**config.mk**
```make
export PLATFORM = sky130hd
export DESIGN_NAME = mlpf_front
export DESIGN_NICKNAME = d
export VERILOG_FILES = /design/src/hw/rtl/mlpf_pkg.sv /design/src/hw/rtl/mlpf_front.sv
export SDC_FILE = /design/constraint.sdc
export NUM_CORES = 1
export LEC_CHECK = 0
export CAP_MARGIN = 0
export CORE_MARGIN = 2
export CORE_UTILIZATION = 30
export DETAILED_ROUTE_END_ITERATION = 12
export DONT_BUFFER_PORTS = 1
export GPL_ROUTABILITY_DRIVEN = 1
export PLACE_DENSITY = 0.47
export SLEW_MARGIN = 10
export SYNTH_ARGS = -nofsm -noshare
export SYNTH_HDL_FRONTEND = slang
export SYNTH_SLANG_ARGS = --single-unit
```
**constraint.sdc**
```tcl
create_clock -name clock -period 9.3 [get_ports clock]
set_input_delay 2.325 -clock clock [delete_from_list [all_inputs] [get_ports clock]]
set_output_delay 2.325 -clock clock [all_outputs]
set_load 0.05 [all_outputs]
```
**src/hw/rtl/mlpf_pkg.sv**
```systemverilog
// Shared constants, types and sigmoid table builder for the MLP forward evaluator.
package mlpf_pkg;

   localparam int MAX_NEURONS       = 16;
   localparam int MAX_HIDDEN_LAYERS = 4;
   localparam int WEIGHT_DEPTH      = 2048;
   localparam int SIG_DEPTH         = 256;

   localparam int WAW      = $clog2(WEIGHT_DEPTH);
   localparam int ABUF_DEPTH = 2 * MAX_NEURONS;
   localparam int ABUF_AW  = $clog2(ABUF_DEPTH);
   // wide enough to hold MAX_NEURONS + 1
   localparam int CNT_W    = $clog2(MAX_NEURONS + 2);
   localparam int LAYER_W  = (MAX_HIDDEN_LAYERS > 0) ? $clog2(MAX_HIDDEN_LAYERS + 1) : 1;
   localparam int OUT_CAP  = (MAX_NEURONS < 16) ? MAX_NEURONS : 16;
   localparam int SIG_AW   = $clog2(SIG_DEPTH);
   localparam int QDEPTH   = 2;
   localparam int QAW      = $clog2(QDEPTH);

   typedef enum logic [2:0] {
      REG_BIAS_VALUE       = 3'd0,
      REG_INVERSE_RESPONSE = 3'd1,
      REG_HIDDEN_LAYERS    = 3'd2,
      REG_HIDDEN_NEURONS   = 3'd3,
      REG_INPUTS           = 3'd4,
      REG_OUTPUTS          = 3'd5
   } reg_index_type;

   typedef enum logic {
      OP_WEIGHT = 1'b0,
      OP_INPUT  = 1'b1
   } op_type;

   typedef enum logic [1:0] {
      KIND_WEIGHT = 2'd0,
      KIND_INPUT  = 2'd1,
      KIND_LAST   = 2'd2
   } item_kind_type;

   typedef struct packed {
      item_kind_type      kind;
      logic [10:0]        weight_index;
      logic signed [15:0] weight_value;
      logic signed [15:0] input_value;
   } item_type;

   typedef struct packed {
      logic signed [15:0] bias_value;
      logic [15:0]        inverse_response;
      logic [2:0]         hidden_layers;
      logic [4:0]         hidden_neurons;
      logic [4:0]         inputs;
      logic [4:0]         outputs;
   } cfg_type;

   typedef logic [16:0] sig_tab_type [0:SIG_DEPTH];

   // one table point: 1 / (1 + exp(-z)) in Q0.16, z in Q4.12
   function automatic logic [16:0] sig_point(input longint z);
      longint unsigned t, s, s2, s3, e, d, r, q;
      int i;
      int b;
      t = (z < 0) ? longint'(-z) : longint'(z);
      s = t << 12;
      s2 = (s * s) >> 32;
      s3 = (s2 * s) >> 32;
      e = (64'd1 << 32) - s + (s2 >> 1) - s3 / 6;
      if (e > 64'hFFFF_FFFF) e = 64'hFFFF_FFFF;
      for (i = 0; i < 8; i++) e = (e * e + (64'd1 << 31)) >> 32;
      d = (64'd1 << 32) + e;
      r = (64'd1 << 48) + (d >> 1);
      q = 0;
      for (b = 16; b >= 0; b--) begin
         if (r >= (d << b)) begin
            r = r - (d << b);
            q = q | (64'd1 << b);
         end
      end
      if (z < 0) return 17'(64'd65536 - q);
      return (q > 64'd65535) ? 17'd65535 : 17'(q);
   endfunction

   function automatic sig_tab_type sig_build();
      sig_tab_type tab;
      int i;
      for (i = 0; i <= SIG_DEPTH; i++)
         tab[i] = sig_point(-32768 + (longint'(i) * 65536) / SIG_DEPTH);
      return tab;
   endfunction

endpackage

```
**src/hw/rtl/mlpf_front.sv**
```systemverilog
// Front end: classifies request beats and holds them in a short queue.
module mlpf_front import mlpf_pkg::*; (
   input  logic               clock,
   input  logic               reset,
   input  logic               req_valid,
   output logic               req_ready,
   input  logic               req_operation,
   input  logic [10:0]        req_weight_index,
   input  logic signed [15:0] req_weight_value,
   input  logic signed [15:0] req_input_value,
   input  logic               req_input_last,
   output logic               q_valid,
   input  logic               q_pop,
   output item_type           q_item
);

   item_type         qmem_ff [QDEPTH];
   logic [QAW-1:0]   wptr_ff, wptr_in;
   logic [QAW-1:0]   rptr_ff, rptr_in;
   logic [QAW:0]     cnt_ff, cnt_in;
   item_type         new_item;
   logic             push;
   logic             pop;

   always_comb begin
      new_item.weight_index = req_weight_index;
      new_item.weight_value = req_weight_value;
      new_item.input_value  = req_input_value;
      if (op_type'(req_operation) == OP_WEIGHT) new_item.kind = KIND_WEIGHT;
      else if (req_input_last)                  new_item.kind = KIND_LAST;
      else                                      new_item.kind = KIND_INPUT;
   end

   assign req_ready = (cnt_ff < (QAW+1)'(QDEPTH));
   assign q_valid   = (cnt_ff != '0);
   assign q_item    = qmem_ff[rptr_ff];
   assign push      = req_valid && req_ready;
   assign pop       = q_pop && q_valid;

   always_comb begin
      wptr_in = push ? QAW'(wptr_ff + 1'b1) : wptr_ff;
      rptr_in = pop ? QAW'(rptr_ff + 1'b1) : rptr_ff;
      cnt_in  = cnt_ff + (QAW+1)'(push) - (QAW+1)'(pop);
   end

   always_ff @(posedge clock) begin
      if (reset) begin
         wptr_ff <= '0;
         rptr_ff <= '0;
         cnt_ff  <= '0;
      end else begin
         wptr_ff <= wptr_in;
         rptr_ff <= rptr_in;
         cnt_ff  <= cnt_in;
      end
   end

   always_ff @(posedge clock) begin
      if (push) qmem_ff[wptr_ff] <= new_item;
   end

endmodule

```
Word-level counts from Yosys, hierarchy flattened
Memories as Yosys holds them, arrays and structs flattened. A register that Yosys moved wholly into a read port is not among the register bits.
Cells that the tools add are included.
{"block": "word_totals", "register_bits": 4, "ramBits": 90, "input_bits": 49, "n_memories": 1}
{"name": "qmem_ff", "depth": 2, "width": 45, "rd": 1, "rd_clocked_by_memory_dff": 1, "wr": 1, "line_no": "mlpf_front.sv:17", "text": "item_type qmem_ff [QDEPTH];"}
{"block": "classes", "n_addsub": 4, "n_lt_le_gt_ge": 1, "muxes": 6, "reduce_logical": 3}
{"operator": "$mux W1", "n": 4}
{"operator": "$mux W2", "n": 2}
{"operator": "$add A1 B1 Y1 const B", "n": 2}
{"operator": "$add A2 B1 Y2", "n": 1}
{"operator": "$logic_and A1 B1 Y1", "n": 2}
{"operator": "$lt A2 B2 Y1 const B", "n": 1}
{"operator": "$reduce_bool A2 Y1", "n": 1}
{"operator": "$sub A2 B1 Y2", "n": 1}

Logic depth before layout (Yosys ltp)
Gate-level depths: netlist of run 1.
{"block": "depth", "ltp_word": 4, "depth_mapped": 6, "depth_no_buf": 6}

Worst setup path before layout of run 1
No wires, ideal clock.
{"block": "synth_path", "kind": "input -> register", "start": "input req_valid", "end": "memory qmem_ff[0][0] (netlist bit) (enable)", "arrival_time_ps": 4532, "required_ps": 8847, "setup_slack_ps": 4315, "cell_stages": 2, "path_buffers": 0, "cell_sequence": "and2b_1 nor2b_1"}
{"block": "synth_between", "elab_chain_cells": 3}
{"item": "start: declaration", "line_no": "mlpf_front.sv:5", "text": "input logic req_valid,"}
{"item": "$logic_and A1 B1 Y1", "line_no": "mlpf_front.sv:37", "text": "assign push = req_valid && req_ready;"}
{"item": "$mux W1", "line_no": "mlpf_front.sv:59", "text": "if (push) qmem_ff[wptr_ff] <= new_item;"}
{"item": "$mux W1 (implied by the code)", "line_no": "mlpf_front.sv:59"}
{"item": "end: declaration", "line_no": "mlpf_front.sv:17"}
Every way passes these cells.

==> flow_summary_export.csv, run 1 <==
group,metric,value,unit
status,status,"finished, final reports clean",
synthesis,synth_cells,169,
min_path,holdPathEnd,"rptr_ff",
min_path,whs_path_depth,2,
min_path,hold_class,"flip-flop to flip-flop",
synthesis,ys_seq_area_share,75.6,%
layout,final_common_cell,"edfxtp_1",
timing,tightestPinTransition,1.10,ns
synthesis,netlist_area,3710,µm²
setup_path,path_buf_inv,1,
global_route,track_usage,9.50,%
die,io_pins,96,
die,core_area,12000,µm²
setup_path,ff2ff_path_depth,2,
setup_path,required,6.98,ns
die,start_util,30.9,%
clock_tree,clock-sinks,95,
die,design.die.area,13300,µm²
routing,drt_pass1_iterations,3,
timing,clock_skew,0.00942,ns
clock_tree,clkLatencyLatePin,0.34,ns
layout,area_growth_syn_to_layout,10.7,%
global_route,grt_pass1_wl,8.97,mm
timing,maxSlewHeadroom,26.6,%
routing,avgViaCountPerCell,4.42,
die,die_h,115,µm
placement,portBuffers,0,
timing,rsz0062_at_grt,"no",
synthesis,yosysTopAreaCellShare,72.9,%
global_route,gr-total-overflow,0,
setup_path,rrSetupSlack,7.36,ns
routing,dr_wl_met2,3.31,mm
placement,dp_slack,5.42,ns
die,num_rows,40,
global_route,grt_pass1_vias,1647,
clock_tree,root_buffer,"clkbuf_16",
layout,fill_cells,1121,
pwr,p_per_area,299,nW/µm²
timing,tns,0,ns
setup_path,max_stage_delay,0.61,ns
pwr,max-vdd-ir-drop,0.0000926,V
global_route,grt_start_max_net_pins,46,
setup_path,cp_slowest_cell,"buf_4",
clock_tree,clockBufferDepth,2,
flow_run,drv_cap,0,
pwr,leakage,1.40,nW
clock_tree,htree_levels,3,
routing,wl_met3,505,µm
setup_path,crit_arrival,1.83,ns
global_route,antenna_found_initial,0,
routing,routed.top_layer,"met4",
routing,wl_per_cell,18.1,µm
setup_path,path_max_fanout,45,
synthesis,yosys.area.top_type,"edfxtp_1",
layout,final_nets,227,
clock_tree,post_cts_resized,0,
layout,antenna_cells,0,
setup_path,crit_family,"buffers and inverters",
routing,ant_nets,0,
timing,min_period,4.15,ns
routing,met1_length,1.96,mm
timing,fmax,241,MHz
min_path,min-delay-start,"rptr_ff",
setup_path,r2r-start,"cnt_ff[1]",
setup_path,end_kind,"output port",
setup_path,start_kind,"flip-flop",
routing,drc,0,
timing,fin_crit_sh,44.6,%
synthesis,synth_seq_cells,95,
timing,finalSetupViolCount,0,
clock_tree,clk_pin_slew,0.06,ns
placement,dp_hpwl,4.00,mm
clock_tree,numCtsBuffers,9,
clock_tree,cts_setup_buffers,0,
routing,via_count,1449,
routing,wirelength,5.95,mm
timing,fin_ws,5.15,ns
synthesis,synthTopCellsByArea,"edfxtp_1 (73%), mux2_4 (16%), dfxtp_1 (2.7%), buf_12 (2.2%), mux2_2 (1.5%)",
layout,drive_gt1_share,34.8,%
setup_path,crit_type,"flip-flop to output port",
timing,hold_viol,0,
layout,final_cell_mix,"edfxtp_1 (90), mux2_4 (40), clkbuf_16 (9)",
die,die_x,115,µm
placement,globalplace.congestion,0.672,
clock_tree,cts_hold_buf,0,
synthesis,syn-num-nets,219,
synthesis,ys.warnings.count,0,
synthesis,avgSynthCellArea,21.9,µm²
routing,drtIter0Drc,72,
synthesis,synth.distinct_cells,22,
setup_path,rr_endpoint,"qmem_ff[1][42]",
setup_path,worstPathCellList,"buf_4, mux2_2",
clock_tree,cts_tree,"yes",
timing,drv_slew,0,
==> Yosys cell counts <==
| cell | count |
|---|---|
| xnor2_1 | 1 |
| mux2_4 | 40 |
| xor2_1 | 1 |
| buf_12 | 4 |
| nor3_2 | 1 |
| or2_2 | 1 |
| o21a_1 | 1 |
| inv_1 | 1 |
| and2_1 | 2 |
| and4bb_1 | 1 |
| a21oi_1 | 1 |
| and2b_1 | 1 |
| dfxtp_1 | 5 |
| ha_1 | 1 |
| nor3_1 | 1 |
| nor2b_1 | 4 |
| buf_6 | 1 |
| o21ai_0 | 2 |
| nand3_1 | 1 |
| edfxtp_1 | 90 |
| mux2_2 | 5 |
| nor2_1 | 4 |
==> power by group <==
| group | total [W] | internal [W] | switching, W |
|---|---|---|---|
| Clock | 0.000344 | 0.000204 | 0.000140 |
| Sequential | 0.000539 | 0.000525 | 0.0000145 |
| Combinational | 0.000344 | 0.0000936 | 0.000251 |
==> sequential cells by signal (all words and copies together), names as in the netlist, named ones only <==
name and flops:
rptr_ff 1, cnt_ff 2, wptr_ff 1, qmem_ff 90
==> worst register-to-register path, stage by stage (launching register included) <==
cell,delay [ns]
dfxtp_1,0.35
and2b_1,0.28
and2_2,0.91
==> cells by family after synthesis <==
group | Yosys count | share of synthesized area [%]
compound gates | 4 | 0.608
xor+xnor | 2 | 0.473
fa+ha+maj | 1 | 0.338
buf+inv | 6 | 2.57
flops | 95 | 75.6
mux | 45 | 17.7
simple gates | 16 | 2.67
==> per-layer routing <==
layer	GRT usage, %	vias to the layer above
met5	0	-
met4	5.70	0
met3	5.17	9
met2	16.7	45
met1	8.50	722
li1	-	673
==> layout make-up <==
| cell class | instances | area [µm²] | share of cell area, % |
|---|---|---|---|
| Sequential cell | 95 | 2800 | 68.3 |
| Multi-Input combinational cell | 68 | 817 | 19.9 |
| Clock buffer | 10 | 229 | 5.58 |
| Tap cell | 147 | 184 | 4.48 |
| Clock inverter | 5 | 50.0 | 1.22 |
| Timing Repair Buffer | 2 | 15.0 | 0.366 |
| Inverter | 1 | 3.75 | 0.0915 |
==> stage by stage <==
stage | power, W | hold WS, ns | util, % | cells | cell area, µm²
3_3_place_gp | 0.000889 | 0.485 | 31.8 | 313 | 3820
5_1_grt | 0.00128 | 0.564 | 34.2 | 328 | 4100
3_5_place_dp | 0.000899 | 0.514 | 31.8 | 313 | 3820
6_report | 0.00123 | 0.523 | 34.2 | 328 | 4100
2_1_floorplan | 0.000882 | 0.472 | - | 169 | 3710
4_1_cts | 0.00125 | 0.530 | 34.2 | 328 | 4100
==> worst max path at each step <==
stage                     cells past startpoint  slack (ns)        endpoint
final                                         2        5.15      q_item[27]
after global routing                          2        5.05      q_item[27]
after CTS                                     2        5.10      q_item[27]
after detailed placement                      2        5.42  qmem_ff[1][20]
after global placement                        2        5.51      q_item[27]
after floorplan                               2        4.32   qmem_ff[0][0]
No activity file was read; power rests on OpenSTA's default activity.
==> run 2: changes to the inputs <==
Settings changed: PLACE_DENSITY 0.47 to 0.48.
Clock period 9.3 ns to 3.7 ns, I/O delays scaled along.
==> run 2 against run 1 <==
Effect of this change: setup slack worse by 4.2 ns; core utilization increased by 0.34 points; non-clock buffer count is the same; clock power rose to 2.8 times the previous value; count of clock-buffer cells in the layout increased by 1; die area unchanged; routed wire length rose by 6.9%; total power rose to 2.6 times the previous value; highest routed layer unchanged; global-route usage grew 0.42 points; worst hold slack got worse by 0.0021 ns.
==> flow_summary_export.csv, run 2 (synthesized netlist as in run 1, its figures left out) <==
group,metric,value,unit
global_route,antenna_found_initial,0,
pwr,p_total,0.00318,W
clock_tree,clockBufferDepth,2,
setup_path,worstSetupEndpoint,"q_item[35]",
die,die_x,115,µm
pwr,swShare,32.6,%
timing,tns,0,ns
routing,avgViaCountPerCell,4.46,
setup_path,rr_endpoint,"qmem_ff[1][31]",
setup_path,r2r-start,"cnt_ff[1]",
pwr,clkPwrFrac,29.8,%
layout,final_common_cell,"edfxtp_1",
routing,drc,0,
layout,final_cell_mix,"edfxtp_1 (90), mux2_4 (40), clkbuf_16 (9)",
layout,final_nets,227,
timing,min_period,2.74,ns
placement,dp_slack,1.21,ns
clock_tree,clock-sinks,95,
layout,drive_gt1_share,35.2,%
timing,hold_viol,0,
layout,antenna_cells,0,
placement,dp_hpwl,4.00,mm
timing,maxSlewHeadroom,44.6,%
clock_tree,clkLatencyLatePin,0.34,ns
timing,clock_skew,0.00391,ns
die,design.die.area,13300,µm²
layout,largest_reg_flops,90,
die,num_rows,40,
die,die_h,115,µm
clock_tree,root_buffer,"clkbuf_16",
pwr,leakage,1.42,nW
routing,ant_nets,0,
placement,portBuffers,0,
setup_path,ff2ff_path_depth,3,
setup_path,required,2.77,ns
clock_tree,cts_hold_buf,0,
routing,wirelength,6.36,mm
placement,globalplace.congestion,0.635,
placement,post_dp_cell_area,3840,µm²
clock_tree,clk_pin_slew,0.06,ns
routing,wl_met3,620,µm
routing,routed.top_layer,"met4",
clock_tree,htree_levels,3,
layout,largestRegisters,"qmem_ff (90), cnt_ff (2)",
routing,drt_pass1_iterations,4,
global_route,grt_start_max_net_pins,46,
global_route,track_usage,9.93,%
timing,drv_slew,0,
pwr,p_int,0.00214,W
global_route,gr-total-overflow,0,
setup_path,cp_slowest_cell,"dfxtp_4",
setup_path,path_depth,1,
min_path,min-delay-start,"rptr_ff",
global_route,grt_pass1_wl,9.06,mm
flow_run,drv_cap,0,
layout,fill_cells,1122,
min_path,hold_class,"flip-flop to flip-flop",
setup_path,start_kind,"flip-flop",
setup_path,crit_family,"flip-flops",
global_route,grt_pass1_vias,1683,
pwr,p_comb_share,25.6,%
layout,multiInputGateArea,817,µm²
timing,fin_crit_sh,74.1,%
routing,via_count,1468,
pwr,switchingPower,0.00104,W
setup_path,crit_arrival,1.82,ns
setup_path,max_stage_delay,0.90,ns
timing,tightestPinTransition,0.831,ns
die,start_util,30.9,%
routing,met1_length,2.38,mm
die,core_area,12000,µm²
timing,fin_ws,0.959,ns
timing,rsz0062_at_grt,"no",
timing,fmax,365,MHz
die,io_pins,96,
layout,final_area,4140,µm²
pwr,p_per_area,768,nW/µm²
layout,register_area,2810,µm²
setup_path,crit_type,"flip-flop to output port",
status,status,"finished, final reports clean",
setup_path,rrSetupSlack,1.76,ns
pwr,max-vdd-ir-drop,0.000385,V
setup_path,worstPathCellList,"mux2_2",
setup_path,path_max_fanout,45,
timing,finalSetupViolCount,0,
clock_tree,numCtsBuffers,9,
clock_tree,cts_setup_buffers,0,
routing,dr_wl_met2,3.25,mm
layout,area_growth_syn_to_layout,11.8,%
clock_tree,cts_tree,"yes",
routing,wl_per_cell,19.3,µm
layout,largest-register,"qmem_ff",
setup_path,end_kind,"output port",
pwr,seqPwrFrac,44.6,%
setup_path,path_buf_inv,0,
routing,drtIter0Drc,80,
clock_tree,post_cts_resized,0,
==> run 2: cell count changes in the layout (fill, tap and decap cells not counted), sizes merged <==
| cell | before | now |
|---|---|---|
| bufinv | 1 | 2 |
| clkbuf | 10 | 11 |
| clkinv | 4 | 3 |
==> run 2: routing by layer <==
| metal | up-vias | global-route usage (%) |
|---|---|---|
| met1 | 723 | 9.34 |
| li1 | 672 | - |
| met3 | 10 | 6.48 |
| met5 | - | 0 |
| met4 | 0 | 4.82 |
| met2 | 63 | 16.7 |
==> run 2: how the worst min path moves through the flow <==
stage	to	slack, ns	cells past startpoint
final	flip-flop	0.52	2
after global routing	flip-flop	0.53	2
after CTS	flip-flop	0.52	2
after detailed placement	flip-flop	0.51	2
after global placement	flip-flop	0.48	2
after floorplan	flip-flop	0.47	2
==> run 2: power by group through the flow <==
stage / Clock, W / Combinational, W / Sequential (W)
floorplan: 0 / 0.000847 / 0.00137
global placement: 0 / 0.000814 / 0.00144
detailed placement: 0 / 0.000827 / 0.00145
CTS: 0.000994 / 0.000828 / 0.00142
global route: 0.00103 / 0.000848 / 0.00143
finish: 0.000949 / 0.000814 / 0.00142
==> run 2: through the flow <==
stage	utilization [%]	std cells	hold WS [ns]
floorplan	-	169	0.472
global placement	32.0	313	0.481
detailed placement	32.0	313	0.506
CTS	34.5	329	0.521
global route	34.5	329	0.529
finish	34.5	329	0.521
==> run 2: cell type report <==
class | count | share of cell area, %
Multi-Input combinational cell | 68 | 19.7
Clock inverter | 5 | 1.75
Clock buffer | 11 | 5.62
Inverter | 1 | 0.0906
Timing Repair Buffer | 2 | 0.664
Sequential cell | 95 | 67.7
Tap cell | 147 | 4.44
==> run 3: changes to the inputs <==
Settings changed: PLACE_DENSITY 0.48 to 0.47.
Clock period 3.7 ns to 2.7 ns, I/O delays scaled along.
==> run 3 against run 2 <==
Effect of this change: die area unchanged; critical endpoint is now q_item[27]; non-clock buffer count increased by 1; total power increased by 38%; largest power group unchanged; clock skew decreased by 0.00054 ns; cell area increased by 0.79%; register-to-register slack got worse by 0.75 ns.
==> flow_summary_export.csv, run 3 (synthesized netlist as in run 1, its figures left out) <==
group,metric,value,unit
flow_run,drv_cap,0,
placement,portBuffers,0,
global_route,grt_use_met1,9.52,%
die,design.die.area,13300,µm²
clock_tree,clockBufferDepth,2,
die,die_h,115,µm
global_route,grt_start_max_net_pins,46,
clock_tree,clock-sinks,95,
pwr,switchingPower,0.00142,W
clock_tree,numCtsBuffers,9,
status,status,"finished, final reports clean",
layout,antenna_cells,0,
die,core_area,12000,µm²
clock_tree,cts_setup_buffers,0,
setup_path,rr_endpoint,"qmem_ff[1][8]",
layout,final_nets,228,
setup_path,crit_type,"flip-flop to output port",
pwr,clkPwrFrac,29.8,%
clock_tree,clkLatencyLatePin,0.33,ns
setup_path,path_buf_inv,1,
timing,rsz0062_at_grt,"no",
min_path,whs_path_depth,1,
layout,final_cell_mix,"edfxtp_1 (90), mux2_4 (40), clkbuf_16 (9)",
min_path,hold_class,"primary input to flip-flop",
pwr,p_per_area,1050,nW/µm²
die,io_pins,96,
setup_path,r2r-start,"cnt_ff[1]",
setup_path,required,2.03,ns
timing,fin_crit_sh,81.7,%
die,start_util,30.9,%
global_route,antenna_found_initial,0,
routing,ant_nets,0,
clock_tree,post_cts_resized,0,
timing,fmax,454,MHz
setup_path,crit_arrival,1.53,ns
clock_tree,cts_hold_buf,0,
pwr,p_comb_share,27.8,%
timing,tns,0,ns
layout,final_common_cell,"edfxtp_1",
global_route,grt_pass1_wl,9.09,mm
clock_tree,root_buffer,"clkbuf_16",
layout,largest-register,"qmem_ff",
setup_path,end_kind,"output port",
layout,drive_gt1_share,35.5,%
timing,drv_slew,0,
setup_path,worstPathCellList,"buf_12, mux2_2",
setup_path,ff2ff_path_depth,3,
routing,wirelength,6.32,mm
setup_path,max_stage_delay,0.52,ns
clock_tree,cts_tree,"yes",
timing,min_period,2.20,ns
pwr,seqPwrFrac,42.4,%
timing,maxSlewHeadroom,67.1,%
routing,wl_per_cell,19.1,µm
pwr,swShare,32.4,%
setup_path,path_max_fanout,45,
pwr,p_int,0.00296,W
pwr,leakage,1.42,nW
die,die_x,115,µm
setup_path,start_kind,"flip-flop",
clock_tree,clk_pin_slew,0.06,ns
global_route,grt_pass1_vias,1578,
placement,dp_hpwl,4.28,mm
die,num_rows,40,
setup_path,rrSetupSlack,1.01,ns
placement,globalplace.congestion,0.696,
timing,tightestPinTransition,0.494,ns
routing,drtIter0Drc,160,
global_route,grt_util_met3,4.85,%
layout,area_growth_syn_to_layout,12.7,%
global_route,gr-total-overflow,0,
pwr,p_total,0.00438,W
routing,drt_pass1_iterations,4,
timing,clock_skew,0.00337,ns
timing,hold_viol,0,
routing,drc,0,
min_path,min-delay-start,"reset",
setup_path,crit_family,"multiplexers",
layout,largestRegisters,"qmem_ff (90), cnt_ff (2)",
routing,avgViaCountPerCell,4.52,
clock_tree,htree_levels,3,
global_route,busiest_layer,"met2",
pwr,max-vdd-ir-drop,0.000352,V
layout,largest_reg_flops,90,
setup_path,cp_slowest_cell,"mux2_2",
global_route,track_usage,9.60,%
routing,via_count,1492,
timing,finalSetupViolCount,0,
global_route,use_met2,16.5,%
==> run 3: cell count changes in the layout (fill, tap and decap cells not counted) <==
cell / delta
clkinv_2: -1
buf_12: +2
clkinv_1: -2
dfxtp_2: +1
clkinvlp_4: +1
dfxtp_4: -1
clkbuf_1: +2
buf_4: -1
==> run 3: worst reg2reg max path: stages, from the launching register on <==
cell,delay [ns]
dfxtp_1,0.34
and2b_1,0.28
and2_2,0.49
buf_12,0.26
==> run 3: power by group through the flow <==
stage	combinational, W	sequential, W	clock, W
floorplan	0.00116	0.00187	0
global placement	0.00121	0.00188	0
detailed placement	0.00123	0.00189	0
CTS	0.00123	0.00186	0.00134
global route	0.00126	0.00187	0.00140
finish	0.00122	0.00186	0.00130
==> run 3: metrics by stage <==
stage                     utilization, %  instance area, µm²  cells  hold WS (ns)  setup slack (ns)
after global routing                34.8                4180    330         0.390             0.438
after floorplan                        -                3710    169         0.472             0.217
final                               34.8                4180    330         0.397             0.495
after detailed placement            32.2                3870    314         0.507             0.739
after global placement              32.2                3870    314         0.485             0.799
after CTS                           34.8                4180    330         0.380             0.473
==> run 3: worst max-delay path by stage <==
stage                     slack [ns]  cells past startpoint  startpoint       endpoint
after CTS                       0.47                      2   flip-flop     q_item[40]
after global routing            0.44                      2   flip-flop     q_item[34]
after detailed placement        0.74                      3   req_valid  qmem_ff[1][6]
after floorplan                 0.22                      2   req_valid  qmem_ff[0][0]
after global placement          0.80                      3   req_valid  qmem_ff[1][5]
final                           0.50                      2   flip-flop     q_item[27]
==> run 3: cell type report <==
class                           count  area, µm²
Fill cell                        1116       7840
Clock buffer                       13        240
Tap cell                          147        184
Clock inverter                      3       67.6
Sequential cell                    95       2800
Multi-Input combinational cell     68        817
Timing Repair Buffer                3       60.1
Inverter                            1       3.75
==> run 3: metal layers <==
layer / vias up / routed length [µm]
met2: 54 / 3370
met3: 7 / 604
met5: - / 0
li1: 672 / -
met1: 759 / 2220
met4: 0 / 119
